<file path="config.mk">
export PLATFORM = sky130hd
export DESIGN_NAME = playfair_digraph_encrypt_unit
export DESIGN_NICKNAME = d
export VERILOG_FILES = /design/src/rtl/core/plf_pkg.sv /design/src/rtl/core/plf_square.sv /design/src/rtl/core/plf_seq.sv /design/src/rtl/core/playfair_digraph_encrypt_unit.sv
export SDC_FILE = /design/constraint.sdc
export NUM_CORES = 1
export LEC_CHECK = 0
export BUFFER_PORTS_ARGS = -buffer_cell sky130_fd_sc_hd__buf_2
export CORE_MARGIN = 2
export CORE_UTILIZATION = 45
export DETAILED_ROUTE_END_ITERATION = 10
export GPL_TIMING_DRIVEN = 1
export PLACE_DENSITY = 0.67
export REMOVE_ABC_BUFFERS = 1
export SLEW_MARGIN = 10
export SYNTH_ARGS = -nofsm -noshare
export SYNTH_HDL_FRONTEND = slang
export SYNTH_HIERARCHICAL = 1
export SYNTH_SLANG_ARGS = --single-unit
export TNS_END_PERCENT = 10
</file>
<file path="constraint.sdc">
create_clock -name clk -period 6.9 [get_ports clk]
set_input_delay 1.38 -clock clk [delete_from_list [all_inputs] [get_ports clk]]
set_output_delay 1.38 -clock clk [all_outputs]
set_load 0.005 [all_outputs]
</file>
<file path="src/rtl/core/plf_pkg.sv">
package plf_pkg;

  localparam int LETTERS = 26;
  localparam int CELLS   = 25;
  localparam int SIDE    = 5;

  typedef logic [4:0] letter_t;
  typedef logic [4:0] cell_t;
  typedef logic [2:0] coord_t;

  localparam letter_t LETTER_I = 5'd8;
  localparam letter_t LETTER_J = 5'd9;
  localparam letter_t LETTER_X = 5'd23;
  localparam letter_t LETTER_Z = 5'd25;

  typedef enum logic [1:0] {
    MODE_CLEAR = 2'd0,
    MODE_KEY   = 2'd1,
    MODE_FILL  = 2'd2,
    MODE_PAIR  = 2'd3
  } mode_t;

  // requests from the sequencer to the square storage
  typedef struct packed {
    logic    clear;
    logic    place_en;
    letter_t place_ltr;
    letter_t place_rd;
    cell_t   cell_rd;
  } sq_cmd_t;

  typedef struct packed {
    cell_t   place;
    letter_t cell_ltr;
  } sq_stat_t;

  typedef struct packed {
    logic    valid;
    letter_t first;
    letter_t second;
  } res_t;

  // out of range reads as z, j reads as i
  function automatic letter_t plain_letter(letter_t v);
    letter_t l;
    l = (v > LETTER_Z) ? LETTER_Z : v;
    if (l == LETTER_J) l = LETTER_I;
    return l;
  endfunction

  function automatic cell_t cell_of(coord_t row, coord_t col);
    cell_t r;
    r = {2'b00, row};
    return cell_t'((r << 2) + r + {2'b00, col});
  endfunction

  function automatic coord_t cell_row(cell_t p);
    coord_t r;
    if (p >= cell_t'(4 * SIDE))      r = 3'd4;
    else if (p >= cell_t'(3 * SIDE)) r = 3'd3;
    else if (p >= cell_t'(2 * SIDE)) r = 3'd2;
    else if (p >= cell_t'(SIDE))     r = 3'd1;
    else                             r = 3'd0;
    return r;
  endfunction

  function automatic coord_t cell_col(cell_t p);
    cell_t d;
    d = p - cell_of(cell_row(p), 3'd0);
    return d[2:0];
  endfunction

  function automatic coord_t coord_inc(coord_t c);
    return (c == coord_t'(SIDE - 1)) ? 3'd0 : coord_t'(c + 3'd1);
  endfunction

endpackage

</file>
<file path="src/rtl/core/plf_square.sv">
module plf_square (
  input  logic               clk,
  input  logic               rst,
  input  plf_pkg::sq_cmd_t   cmd,
  output plf_pkg::sq_stat_t  stat
);

  // only j is marked used after a clear
  localparam logic [plf_pkg::LETTERS-1:0] USED_AT_CLEAR =
    {{(plf_pkg::LETTERS-1){1'b0}}, 1'b1} << plf_pkg::LETTER_J;

  plf_pkg::letter_t                square_cell [plf_pkg::CELLS];
  plf_pkg::cell_t                  letter_place [plf_pkg::LETTERS];
  logic [plf_pkg::LETTERS-1:0]     letter_used;
  plf_pkg::cell_t                  fill_count;
  logic                            place_ok;

  always_comb begin
    place_ok = 1'b0;
    if (cmd.place_en && cmd.place_ltr <= plf_pkg::LETTER_Z &&
        fill_count < plf_pkg::cell_t'(plf_pkg::CELLS)) begin
      place_ok = !letter_used[cmd.place_ltr];
    end
  end

  always_ff @(posedge clk) begin
    if (rst || cmd.clear) begin
      for (int i = 0; i < plf_pkg::CELLS; i++) square_cell[i] <= '0;
      for (int i = 0; i < plf_pkg::LETTERS; i++) letter_place[i] <= '0;
      letter_used <= USED_AT_CLEAR;
      fill_count <= '0;
    end else if (place_ok) begin
      square_cell[fill_count]       <= cmd.place_ltr;
      letter_place[cmd.place_ltr]   <= fill_count;
      letter_used[cmd.place_ltr]    <= 1'b1;
      fill_count                    <= fill_count + 5'd1;
    end
  end

  // single read port per table, address chosen by the sequencer
  assign stat.place    = letter_place[cmd.place_rd];
  assign stat.cell_ltr = square_cell[cmd.cell_rd];

endmodule

</file>
<file path="src/rtl/core/plf_seq.sv">
module plf_seq (
  input  logic               clk,
  input  logic               rst,
  input  logic               in_valid,
  output logic               in_ready,
  input  logic [1:0]         mode,
  input  logic [4:0]         letter_a,
  input  logic [4:0]         letter_b,
  input  logic               single,
  output plf_pkg::sq_cmd_t   cmd,
  input  plf_pkg::sq_stat_t  stat,
  output plf_pkg::res_t      res,
  input  logic               res_free
);

  typedef enum logic [2:0] {
    IDLE, FILL, LOOK_A, LOOK_B, CELL_1, CELL_2, DONE
  } state_t;

  state_t            state;
  plf_pkg::letter_t  fill_k;
  plf_pkg::letter_t  ltr_a, ltr_b;
  plf_pkg::cell_t    pa, pb;
  plf_pkg::letter_t  c1, c2;
  plf_pkg::cell_t    place_clamped;
  plf_pkg::coord_t   ra, ca, rb, cb;
  plf_pkg::cell_t    idx1, idx2;
  logic              accept;

  assign in_ready = (state == IDLE);
  assign accept   = in_valid && in_ready;

  assign place_clamped = (stat.place >= plf_pkg::cell_t'(plf_pkg::CELLS)) ? '0 : stat.place;

  always_comb begin
    ra = plf_pkg::cell_row(pa);
    ca = plf_pkg::cell_col(pa);
    rb = plf_pkg::cell_row(pb);
    cb = plf_pkg::cell_col(pb);
    if (ra == rb) begin
      idx1 = plf_pkg::cell_of(ra, plf_pkg::coord_inc(ca));
      idx2 = plf_pkg::cell_of(rb, plf_pkg::coord_inc(cb));
    end else if (ca == cb) begin
      idx1 = plf_pkg::cell_of(plf_pkg::coord_inc(ra), ca);
      idx2 = plf_pkg::cell_of(plf_pkg::coord_inc(rb), cb);
    end else begin
      // rectangle corners
      idx1 = plf_pkg::cell_of(ra, cb);
      idx2 = plf_pkg::cell_of(rb, ca);
    end
  end

  always_comb begin
    cmd.clear     = accept && (plf_pkg::mode_t'(mode) == plf_pkg::MODE_CLEAR);
    cmd.place_en  = (accept && (plf_pkg::mode_t'(mode) == plf_pkg::MODE_KEY)) ||
                    (state == FILL);
    cmd.place_ltr = (state == FILL) ? fill_k : letter_a;
    cmd.place_rd  = (state == LOOK_B) ? ltr_b : ltr_a;
    cmd.cell_rd   = (state == CELL_2) ? idx2 : idx1;
  end

  assign res.valid  = (state == DONE);
  assign res.first  = c1;
  assign res.second = c2;

  always_ff @(posedge clk) begin
    if (rst) begin
      state  <= IDLE;
      fill_k <= '0;
    end else begin
      unique case (state)
        IDLE: begin
          if (in_valid) begin
            unique case (plf_pkg::mode_t'(mode))
              plf_pkg::MODE_CLEAR, plf_pkg::MODE_KEY: state <= IDLE;
              plf_pkg::MODE_FILL: begin
                fill_k <= '0;
                state  <= FILL;
              end
              plf_pkg::MODE_PAIR: begin
                ltr_a <= plf_pkg::plain_letter(letter_a);
                ltr_b <= single ? plf_pkg::LETTER_X : plf_pkg::plain_letter(letter_b);
                state <= LOOK_A;
              end
              default: state <= IDLE;
            endcase
          end
        end
        FILL: begin
          // one letter offered to the square per cycle, a through z
          if (fill_k == plf_pkg::LETTER_Z) state <= IDLE;
          else fill_k <= fill_k + 5'd1;
        end
        LOOK_A: begin
          pa    <= place_clamped;
          state <= LOOK_B;
        end
        LOOK_B: begin
          pb    <= place_clamped;
          state <= CELL_1;
        end
        CELL_1: begin
          c1    <= stat.cell_ltr;
          state <= CELL_2;
        end
        CELL_2: begin
          c2    <= stat.cell_ltr;
          state <= DONE;
        end
        DONE: begin
          if (res_free) state <= IDLE;
        end
        default: state <= IDLE;
      endcase
    end
  end

endmodule

</file>
<file path="src/rtl/core/playfair_digraph_encrypt_unit.sv">
// channel  handshake           payload
// in       in_valid/in_ready   mode, letter_a, letter_b, single
// out      out_valid/out_ready cipher_first, cipher_second
//
// clear and key letter act as they are accepted, leaving the unit idle; finish fill offers
// 26 letters in turn to the square's single write port
// a pair makes four reads in turn, two through each table's single read port
// (placement, then cell), then hands off into the output register
// synchronous reset empties the square and marks j as used
// a finished pair waits in its state while the output register is still full
module playfair_digraph_encrypt_unit (
  input  logic       clk,
  input  logic       rst,
  input  logic       in_valid,
  output logic       in_ready,
  input  logic [1:0] mode,
  input  logic [4:0] letter_a,
  input  logic [4:0] letter_b,
  input  logic       single,
  output logic       out_valid,
  input  logic       out_ready,
  output logic [4:0] cipher_first,
  output logic [4:0] cipher_second
);

  plf_pkg::sq_cmd_t  cmd;
  plf_pkg::sq_stat_t stat;
  plf_pkg::res_t     res;
  logic              res_free;

  assign res_free = !out_valid || out_ready;

  plf_seq u_seq (
    .clk      (clk),
    .rst      (rst),
    .in_valid (in_valid),
    .in_ready (in_ready),
    .mode     (mode),
    .letter_a (letter_a),
    .letter_b (letter_b),
    .single   (single),
    .cmd      (cmd),
    .stat     (stat),
    .res      (res),
    .res_free (res_free)
  );

  plf_square u_square (
    .clk  (clk),
    .rst  (rst),
    .cmd  (cmd),
    .stat (stat)
  );

  always_ff @(posedge clk) begin
    if (rst) begin
      out_valid <= 1'b0;
    end else if (res.valid && res_free) begin
      out_valid <= 1'b1;
    end else if (out_ready) begin
      out_valid <= 1'b0;
    end
  end

  always_ff @(posedge clk) begin
    if (res.valid && res_free) begin
      cipher_first  <= res.first;
      cipher_second <= res.second;
    end
  end

endmodule
</file>
==> impl_metrics.tcl, run 1 <==
set metrics [dict create \
    outcome "complete, no violations" \
    postCtsSetupBuffers 0 \
    seq_power_share 0.517 \
    hp-start "u_seq/c2[0]" \
    gp_congestion 0.888 \
    fin_crit_ns 5.78 \
    synth_top_cell_by_area "edfxtp_1" \
    end_kind "flip-flop" \
    syn-instance-count 1428 \
    vias_per_cell 5.78 \
    power.leakage_nw 7.36 \
    clockPowerShare 0.393 \
    wl_um 44700 \
    synth.distinct_cells 78 \
    cts_tree "yes" \
    htree_levels 2 \
    finalPower_mw 5.44 \
    maxCapViolCount 0 \
    io-pin-count 29 \
    crit_required_ns 7.17 \
    fillers 3532 \
    synth-seq-cells 400 \
    synth-seq-area-share 0.607 \
    r2r-start "u_seq/pa[1]" \
    power.switching_mw 1.23 \
    final_layout_size_suffix_gt1_frac 0.186 \
    finalCritPeriodShare 0.838 \
    comb_power_share 0.091 \
    path_class "flip-flop to flip-flop" \
    start_util 0.456 \
    clock_sinks 400 \
    cts-root-buf "clkbuf_16" \
    p_sw_frac 0.226 \
    seqCellArea_um2 11600 \
    die-area_um2 44200 \
    die_x_um 210 \
    cpPeakStageDelay_ns 0.49 \
    crit_start "u_seq/pa[1]" \
    drc 0 \
    grt_overflow 0 \
    synth.area.top_cells "edfxtp_1 (56%), mux4_2 (12%), nor2_1 (5.4%)" \
    synth_ff_type "edfxtp_1" \
    yosysWarnings 6 \
    finalHoldViolCount 0 \
    grt_pass1_wl_um 69800 \
    hold_class "flip-flop to flip-flop" \
    numCtsBuffers 40 \
    finalMaxSlewViolations 0 \
    vias 11860 \
    coreArea_um2 41900 \
    ant_nets 0 \
    relSlewSlack 0.276 \
    power_density_nw_per_um2 256 \
    dr.pass1.iters 5 \
    grt_pass1_vias 11681 \
    synth.most_common_cell "edfxtp_1" \
    clk_latency_ns 0.53 \
    worstMarginPinSlew_ns 1.08 \
    first_iter_violations 1202 \
    slowest_stage "edfxtp_1" \
    setup_viol 0 \
    multi_input_area_um2 7170 \
    clockBufferDepth 3 \
    ir_worst_vdd_uv 171 \
    cp.arrival_ns 6.06 \
    dp_hpwl_um 31100 \
    clkTransAtPathRegs_ns 0.07 \
    row_count 75 \
    grt.total_usage 0.208 \
    async_reset_ff_frac 0 \
    die_h_um 210 \
    post_cts_resize_count 0 \
    avgSynthCellArea_um2 13.4 \
    fmax_mhz 173 \
    antenna_found_initial 0 \
    crit_chain "nor2b_1 -> o31a_2 -> and2_1 -> ha_1 -> inv_1 -> fa_1 -> and3_2 -> a211oi_4 -> a21oi_1 -> ha_1 -> inv_1 -> fa_1 -> mux2i_1 -> nand2_1 -> o21ai_4 -> buf_4 -> mux4_2 -> mux4_2 -> mux2_2" \
    port_buffers 28 \
    yosys-top-cells-count "edfxtp_1 (360), nor2_1 (276), nand2_1 (120), mux4_2 (104), o21ai_0 (85)" \
    path_max_fanout 26 \
    wl_per_cell_um 21.8 \
    num-nets-final 1543 \
    p_int_mw 4.21 \
    synth_top_area_share 0.565 \
    num_antenna_cells 0 \
    worstSetupStartpointType "flip-flop" \
    grt_setup_unrepaired "false" \
    grt_max_degree 80 \
    finalNonFillerCells 2052 \
    synthToLayoutAreaGrowth_pct 10.9 \
    fin_worst_skew_ns 0.0158 \
    synth_edf_count 360 \
    dp_cells 1980 \
    syn-cell-area_um2 19100 \
    cts-hold-fix-buffers 0 \
]
[kinds of logic after synthesis]
group                      Yosys count  share of synthesized area
AOI/OAI and AO/OA                  170                     0.0549
xor gates and xnor gates            19                    0.00869
adders and majority gates           43                     0.0320
buffers and inverters              125                     0.0294
DFF                                400                      0.607
muxes                              142                      0.144
other                                1                   0.000196
and+or+nand+nor                    528                      0.124
[metal layers]
layer / share of wire / track usage / wire, um / up-vias
li1: - / - / - / 5357
met3: 0.071 / 0.0280 / 3180 / 72
met1: 0.40 / 0.279 / 17900 / 5948
met5: 0 / 0 / 0 / -
met2: 0.50 / 0.354 / 22500 / 483
met4: 0.026 / 0.0616 / 1140 / 0
[critical path: cells and delay by family (launching register included)]
kind / cells / cell delay (ns)
flops: 1 / 0.49
mux: 4 / 1.24
fa+ha+maj: 4 / 1.20
buf+inv: 3 / 0.48
simple gates: 4 / 0.98
compound gates: 4 / 1.10
[per-stage QoR]
stage / setup TNS [ns] / hold WS, ns / utilization / cell area, um2 / setup WS (ns)
floorplan: -2.69 / 0.400 / - / 18900 / -0.269
global placement: 0 / 0.418 / 0.475 / 19900 / 1.31
detailed placement: 0 / 0.420 / 0.475 / 19900 / 1.18
CTS: 0 / 0.434 / 0.506 / 21200 / 1.14
global route: 0 / 0.445 / 0.506 / 21200 / 0.781
finish: 0 / 0.433 / 0.506 / 21200 / 1.12
[layout by cell type, fill, tap and decap left out, types with 4 or more instances in the layout]
| cell | count |
|---|---|
| conb_1 | 50 |
| edfxtp_1 | 360 |
| xnor2_1 | 12 |
| mux4_2 | 104 |
| clkbuf_16 | 41 |
| mux2i_1 | 13 |
| and2_1 | 20 |
| dfxtp_1 | 40 |
| nand3b_1 | 6 |
| o21a_1 | 5 |
| a21boi_0 | 6 |
| or2_2 | 6 |
| buf_2 | 28 |
| a21oi_1 | 28 |
| ha_1 | 33 |
| and3_1 | 5 |
| clkinv_2 | 8 |
| nand3_1 | 17 |
| nor2b_1 | 7 |
| nand2b_1 | 5 |
| clkbuf_1 | 6 |
| nand3_2 | 7 |
| nand4_1 | 8 |
| clkinv_1 | 7 |
| a211oi_1 | 4 |
| fa_1 | 10 |
| nor2_1 | 275 |
| a21o_1 | 10 |
| or3_1 | 9 |
| buf_4 | 30 |
| bufinv_16 | 4 |
| nand2_1 | 120 |
| inv_1 | 31 |
| xor2_1 | 7 |
| o21ai_0 | 82 |
| nor3_1 | 17 |
| mux2_2 | 25 |
[final cells by class]
type                            count  share of cell area
Clock buffer                       48              0.0500
Clock inverter                     24              0.0107
Inverter                           31             0.00548
Multi-Input combinational cell    952               0.338
Sequential cell                   400               0.547
Tap cell                          539              0.0318
Timing Repair Buffer               58              0.0172
[registers in the layout (all words and copies together) (netlist names)]
register / cells
cipher_first: 5
u_seq/c2: 5
u_square/fill_count: 5
u_seq/fill_k: 5
u_seq/pa: 5
u_seq/ltr_b: 5
u_square/square_cell: 160
cipher_second: 5
out_valid: 1
u_seq/ltr_a: 5
u_seq/c1: 5
u_square/letter_used: 26
u_seq/pb: 5
u_seq/state: 3
u_square/letter_place: 160
[worst paths after layout]
path	to	cells past startpoint	slack, ns
setup / recovery	u_seq/c2[1]	19	1.12
hold / removal	cipher_second[0]	0	0.43
setup reg to reg	u_seq/c2[1]	19	1.12
hold reg to reg	cipher_second[0]	0	0.43
[power by group through the flow]
stage | clock (mW) | combinational, mW | sequential, mW
after CTS | 2.18 | 0.493 | 2.81
after floorplan | 0 | 0.349 | 2.83
final | 2.13 | 0.493 | 2.81
after global routing | 2.27 | 0.536 | 2.82
after detailed placement | 0 | 0.490 | 2.86
after global placement | 0 | 0.482 | 2.86
Note: power is estimated with default switching activity, not from simulation.
==> run 2: changes to the inputs <==
- PLACE_DENSITY: 0.67 -> 0.7
- clock period: 6.9 -> 4.74 ns (I/O delays scaled with it)
==> run 2 against run 1 <==
- the flow now finishes with violations (negative setup slack)
- register-to-register slack lost 1.3 ns
- worst setup slack lost 1.3 ns
- first-iteration DRC count grew 2.3%
- final cell count grew 6.3%
- critical path type unchanged
- largest power group unchanged
==> impl_metrics.tcl, run 2 (synthesized netlist as in run 1, its figures left out) <==
set metrics [dict create \
    antenna_found_initial 0 \
    grt_max_degree 42 \
    finalHoldViolCount 0 \
    gp_congestion 0.901 \
    final.setup.worst_slack_ns -0.166 \
    final_area_um2 22600 \
    final_common_cell "edfxtp_1" \
    first_iter_violations 1230 \
    hold_class "flip-flop to flip-flop" \
    row_count 75 \
    grt_util_met1 0.283 \
    clk_latency_ns 0.54 \
    worstSetupStartpointType "flip-flop" \
    path_max_fanout 5 \
    grt_pass1_wl_um 71500 \
    finalCritPeriodShare 1.04 \
    grt_pass1_vias 12341 \
    num_antenna_cells 0 \
    grt.total_usage 0.212 \
    finalNonFillerCells 2182 \
    dp_cells 2088 \
    grt_setup_unrepaired "true" \
    grt_use_met2 0.358 \
    grt_overflow 0 \
    cp.arrival_ns 5.20 \
    die_x_um 210 \
    vias_per_cell 5.67 \
    clkTransAtPathRegs_ns 0.06 \
    die_h_um 210 \
    dp_hpwl_um 31300 \
    ir_worst_vdd_uv 228 \
    port_buffers 28 \
    start_util 0.456 \
    outcome "finished with violations" \
    reg_top3 "u_square/letter_place x160, u_square/square_cell x160, u_square/letter_used x26" \
    setup_viol 10 \
    fin_crit_ns 4.91 \
    ant_nets 0 \
    fillers 3319 \
    power.leakage_nw 8.11 \
    grt_use_met3 0.0340 \
    power_density_nw_per_um2 360 \
    crit_chain "nor2b_4 -> o2111ai_2 -> o31a_2 -> and2_4 -> ha_4 -> inv_2 -> fa_2 -> a21oi_2 -> a211oi_4 -> buf_6 -> buf_6 -> o2111a_2 -> or2_4 -> o211ai_2 -> o21ai_1 -> mux2_4 -> buf_12 -> buf_12 -> buf_16 -> mux4_2 -> mux4_2 -> mux2_4" \
    cpPeakStageDelay_ns 0.51 \
    busiest_layer "met2" \
    wl_per_cell_um 21.0 \
    drc 0 \
    fin_worst_skew_ns 0.0196 \
    die-area_um2 44200 \
    num-nets-final 1671 \
    clockBufferDepth 3 \
    maxCapViolCount 0 \
    vias 12379 \
    htree_levels 2 \
    layout.cells.most_common_list "edfxtp_1 (360), nor2_1 (275), buf_4 (137)" \
    worstMarginPinSlew_ns 0.993 \
    wl_um 45800 \
    fmax_mhz 204 \
    clock_sinks 400 \
    io-pin-count 29 \
    numCtsBuffers 41 \
    cts-root-buf "clkbuf_16" \
    finalMaxSlewViolations 0 \
    final_layout_size_suffix_gt1_frac 0.260 \
    relSlewSlack 0.329 \
    path_class "flip-flop to flip-flop" \
    end_kind "flip-flop" \
    slowest_stage "mux4_2" \
    dr.pass1.iters 5 \
    crit_required_ns 5.04 \
    failed_checks "negative setup slack" \
    cts_tree "yes" \
    synthToLayoutAreaGrowth_pct 17.9 \
    place_area_um2 20800 \
    coreArea_um2 41900 \
]
run 2: cell count changes in the layout (fill, tap and decap cells not counted), sizes merged:
cell	before	now
clkbuf	48	56
buf	58	184
bufinv	4	3
clkinv	16	13
bufbuf	0	1
clkinvlp	3	2
run 2: metrics by stage:
stage / hold WS (ns) / power (mW) / util / setup TNS, ns / setup slack (ns)
2_1_floorplan: 0.400 / 4.62 / - / -527.52 / -2.43
3_3_place_gp: 0.410 / 4.94 / 0.496 / -2.67 / -0.277
3_5_place_dp: 0.405 / 4.97 / 0.496 / -3.11 / -0.330
4_1_cts: 0.420 / 8.17 / 0.538 / -1.78 / -0.195
5_1_grt: 0.425 / 8.39 / 0.538 / -3.08 / -0.313
6_report: 0.420 / 8.13 / 0.538 / -1.58 / -0.166
run 2: area by class of cell:
cell class	count	area, um2	area share
sequential	400	11600	0.515
tap	539	674	0.0299
clock inverter	19	185	0.00821
inverter	31	116	0.00516
multi-input combinational	952	7300	0.323
clock buffer	56	1120	0.0499
timing repair buffer	185	1550	0.0688
run 2: power by group:
part / leakage (nW) / switching (mW) / internal, mW
Sequential: 4.00 / 0.0631 / 4.01
Combinational: 3.47 / 0.489 / 0.426
Clock: 0.637 / 1.31 / 1.84
Total: 8.11 / 1.86 / 6.27
run 2: path summary, 6_finish.rpt:
kind | cells past startpoint | start | to | slack (ns)
max | 22 | u_seq/pa[3] | u_seq/c2[0] | -0.17
min | 0 | u_seq/c1[0] | cipher_first[0] | 0.42
max reg2reg | 22 | u_seq/pa[3] | u_seq/c2[0] | -0.17
min reg2reg | 0 | u_seq/c1[0] | cipher_first[0] | 0.42
run 2: routing by layer:
metal  wire length [um]  share of wire  up-vias
met5                  0              0        -
met4               1240          0.027        0
met3               3510          0.077       86
met2              22600           0.49      507
met1              18400           0.40     6185
li1                   -              -     5601
run 2: worst max-delay path, delay by kind of cell, from the launching register on:
kind,cells,cell delay (ns)
adder cells (fa/ha/maj),2,0.48
multiplexers,4,1.59
AND/OR/NAND/NOR,3,0.57
buffers and inverters,6,0.70
flip-flops,1,0.40
AO/OA/AOI/OAI,7,0.92
run 2: what timing repair did:
item	4_1_cts	5_1_grt
hold buffers	0	0
gates resized for setup	40	6
pin swaps	16	5
endpoints found under the setup margin	10	10
gates cloned	6	0
setup buffers	14	0
==> run 3: changes to the inputs <==
- CORE_MARGIN: 2 -> unset
==> run 3 against run 2 <==
- count of clock-buffer cells in the layout is 1 higher
- the flow still finishes with violations (negative setup slack)
- first-iteration DRC count up 6.9%
- combinational power decreased by 5.5%
- final area fell by 1.1%
- highest routed layer is now met5
==> impl_metrics.tcl, run 3 (synthesized netlist as in run 1, its figures left out) <==
set metrics [dict create \
    ant_nets 0 \
    maxCapViolCount 0 \
    holdPathStages 0 \
    clockPowerShare 0.385 \
    ir_worst_vdd_uv 219 \
    worst_hold_path.endpoint "cipher_first[0]" \
    cts-root-buf "clkbuf_16" \
    clock_sinks 400 \
    reg_top3 "u_square/letter_place x160, u_square/square_cell x160, u_square/letter_used x26" \
    final.setup.worst_slack_ns -0.166 \
    end_kind "flip-flop" \
    hp-start "u_seq/c1[0]" \
    coreArea_um2 41900 \
    cts-hold-fix-buffers 0 \
    fin_crit_ns 4.91 \
    row_count 75 \
    vias 12389 \
    dp_cells 2080 \
    crit_chain "nor2b_4 -> o2111ai_2 -> o31a_2 -> and2_4 -> ha_4 -> inv_2 -> fa_2 -> inv_1 -> ha_2 -> a21oi_2 -> ha_2 -> inv_2 -> fa_1 -> mux2i_1 -> nand2_1 -> o21ai_4 -> buf_6 -> buf_12 -> mux4_2 -> mux4_2 -> mux2_4" \
    antenna_found_initial 1 \
    final_layout_size_suffix_gt1_frac 0.253 \
    grt_overflow 0 \
    relSlewSlack 0.330 \
    worstMarginPinSlew_ns 0.990 \
    seqCellArea_um2 11600 \
    grt_max_degree 41 \
    fmax_mhz 204 \
    num-nets-final 1658 \
    outcome "finished with violations" \
    finalMaxSlewViolations 0 \
    dp_hpwl_um 32600 \
    die_x_um 208 \
    wl_um 46400 \
    p_sw_frac 0.230 \
    clk_latency_ns 0.55 \
    cp_top_family "adder cells" \
    slowest_stage "fa_2" \
    die-area_um2 43400 \
    drc 0 \
    layout.cells.most_common_list "edfxtp_1 (360), nor2_1 (275), buf_4 (132)" \
    grt_pass1_wl_um 71700 \
    clockBufferDepth 3 \
    hold_class "flip-flop to flip-flop" \
    power_density_nw_per_um2 360 \
    num_antenna_cells 0 \
    first_iter_violations 1315 \
    die_h_um 208 \
    gp_congestion 0.916 \
    p_int_mw 6.18 \
    port_buffers 28 \
    cts_tree "yes" \
    final_common_cell "edfxtp_1" \
    synthToLayoutAreaGrowth_pct 16.6 \
    seq_power_share 0.507 \
    cpPeakStageDelay_ns 0.54 \
    pre_cts_ws_ns -0.326 \
    finalCritPeriodShare 1.04 \
    power.switching_mw 1.85 \
    hold_ws_ns 0.417 \
    rr_worst_depth 21 \
    dr.pass1.iters 5 \
    htree_levels 2 \
    path_max_fanout 10 \
    power.leakage_nw 7.97 \
    comb_power_share 0.108 \
    start_util 0.456 \
    multi_input_area_um2 7300 \
    reg2reg_to "u_seq/c2[0]" \
    finalHoldViolCount 0 \
    grt_pass1_vias 12467 \
    vias_per_cell 5.71 \
    worstSetupStartpointType "flip-flop" \
    grt.total_usage 0.216 \
    failed_checks "negative setup slack" \
    ff2ff_setup_slack_ns -0.17 \
    io-pin-count 29 \
    fillers 3394 \
    crit_required_ns 5.03 \
    fin_worst_skew_ns 0.0254 \
    cp_num_buf_inv 5 \
    clkTransAtPathRegs_ns 0.06 \
    fin_setup_tns_ns -1.51 \
    grt_setup_unrepaired "true" \
    r2r-start "u_seq/pa[3]" \
    numCtsBuffers 41 \
    cp.arrival_ns 5.19 \
    path_class "flip-flop to flip-flop" \
    finalNonFillerCells 2168 \
    wl_per_cell_um 21.4 \
    setup_viol 10 \
]
-- run 3: area by class of cell --
type	instances	share of cell area
Timing Repair Buffer	172	0.0609
Inverter	31	0.00521
Tap cell	539	0.0302
Clock inverter	17	0.00734
Sequential cell	400	0.520
Multi-Input combinational cell	952	0.327
Clock buffer	57	0.0491
-- run 3: power groups by stage --
stage	clock network [mW]	registers [mW]	logic, mW
floorplan	0	4.12	0.508
global placement	0	4.14	0.786
detailed placement	0	4.15	0.807
CTS	3.14	4.07	0.850
global route	3.25	4.08	0.921
finish	3.09	4.07	0.864
-- run 3: routing by layer --
layer | wire length, um | vias to the layer above | track usage | part of all wire
met5 | 17 | - | 0 | 0.00037
met4 | 1400 | 2 | 0.0774 | 0.030
met3 | 3240 | 103 | 0.0322 | 0.070
met2 | 23200 | 492 | 0.367 | 0.50
met1 | 18500 | 6219 | 0.282 | 0.40
li1 | - | 5573 | - | -
-- run 3: what timing repair did --
item,CTS,global route
resized for setup,27,13
setup buffers,7,4
gates cloned,3,0
pin swaps,13,8
setup endpoints to repair,10,10
-- run 3: stage by stage --
stage / area (um2) / utilization / total power, mW
6_report: 22300 / 0.532 / 8.03
5_1_grt: 22300 / 0.532 / 8.26
4_1_cts: 22200 / 0.530 / 8.06
3_5_place_dp: 20800 / 0.495 / 4.95
3_3_place_gp: 20800 / 0.495 / 4.93
2_1_floorplan: 18900 / - / 4.62
-- run 3: worst max-delay path by stage --
| stage | start | cells past startpoint | to | slack, ns |
|---|---|---|---|---|
| finish | u_seq/pa[3] | 21 | u_seq/c2[0] | -0.17 |
| global route | u_seq/pa[3] | 22 | u_seq/c1[4] | -0.34 |
| CTS | u_seq/pa[3] | 20 | u_seq/c1[0] | -0.27 |
| detailed placement | u_seq/pa[3] | 18 | u_seq/c2[0] | -0.33 |
| global placement | u_seq/pa[3] | 18 | u_seq/c1[0] | -0.24 |
| floorplan | u_seq/pb[4] | 13 | u_seq/c1[0] | -2.43 |
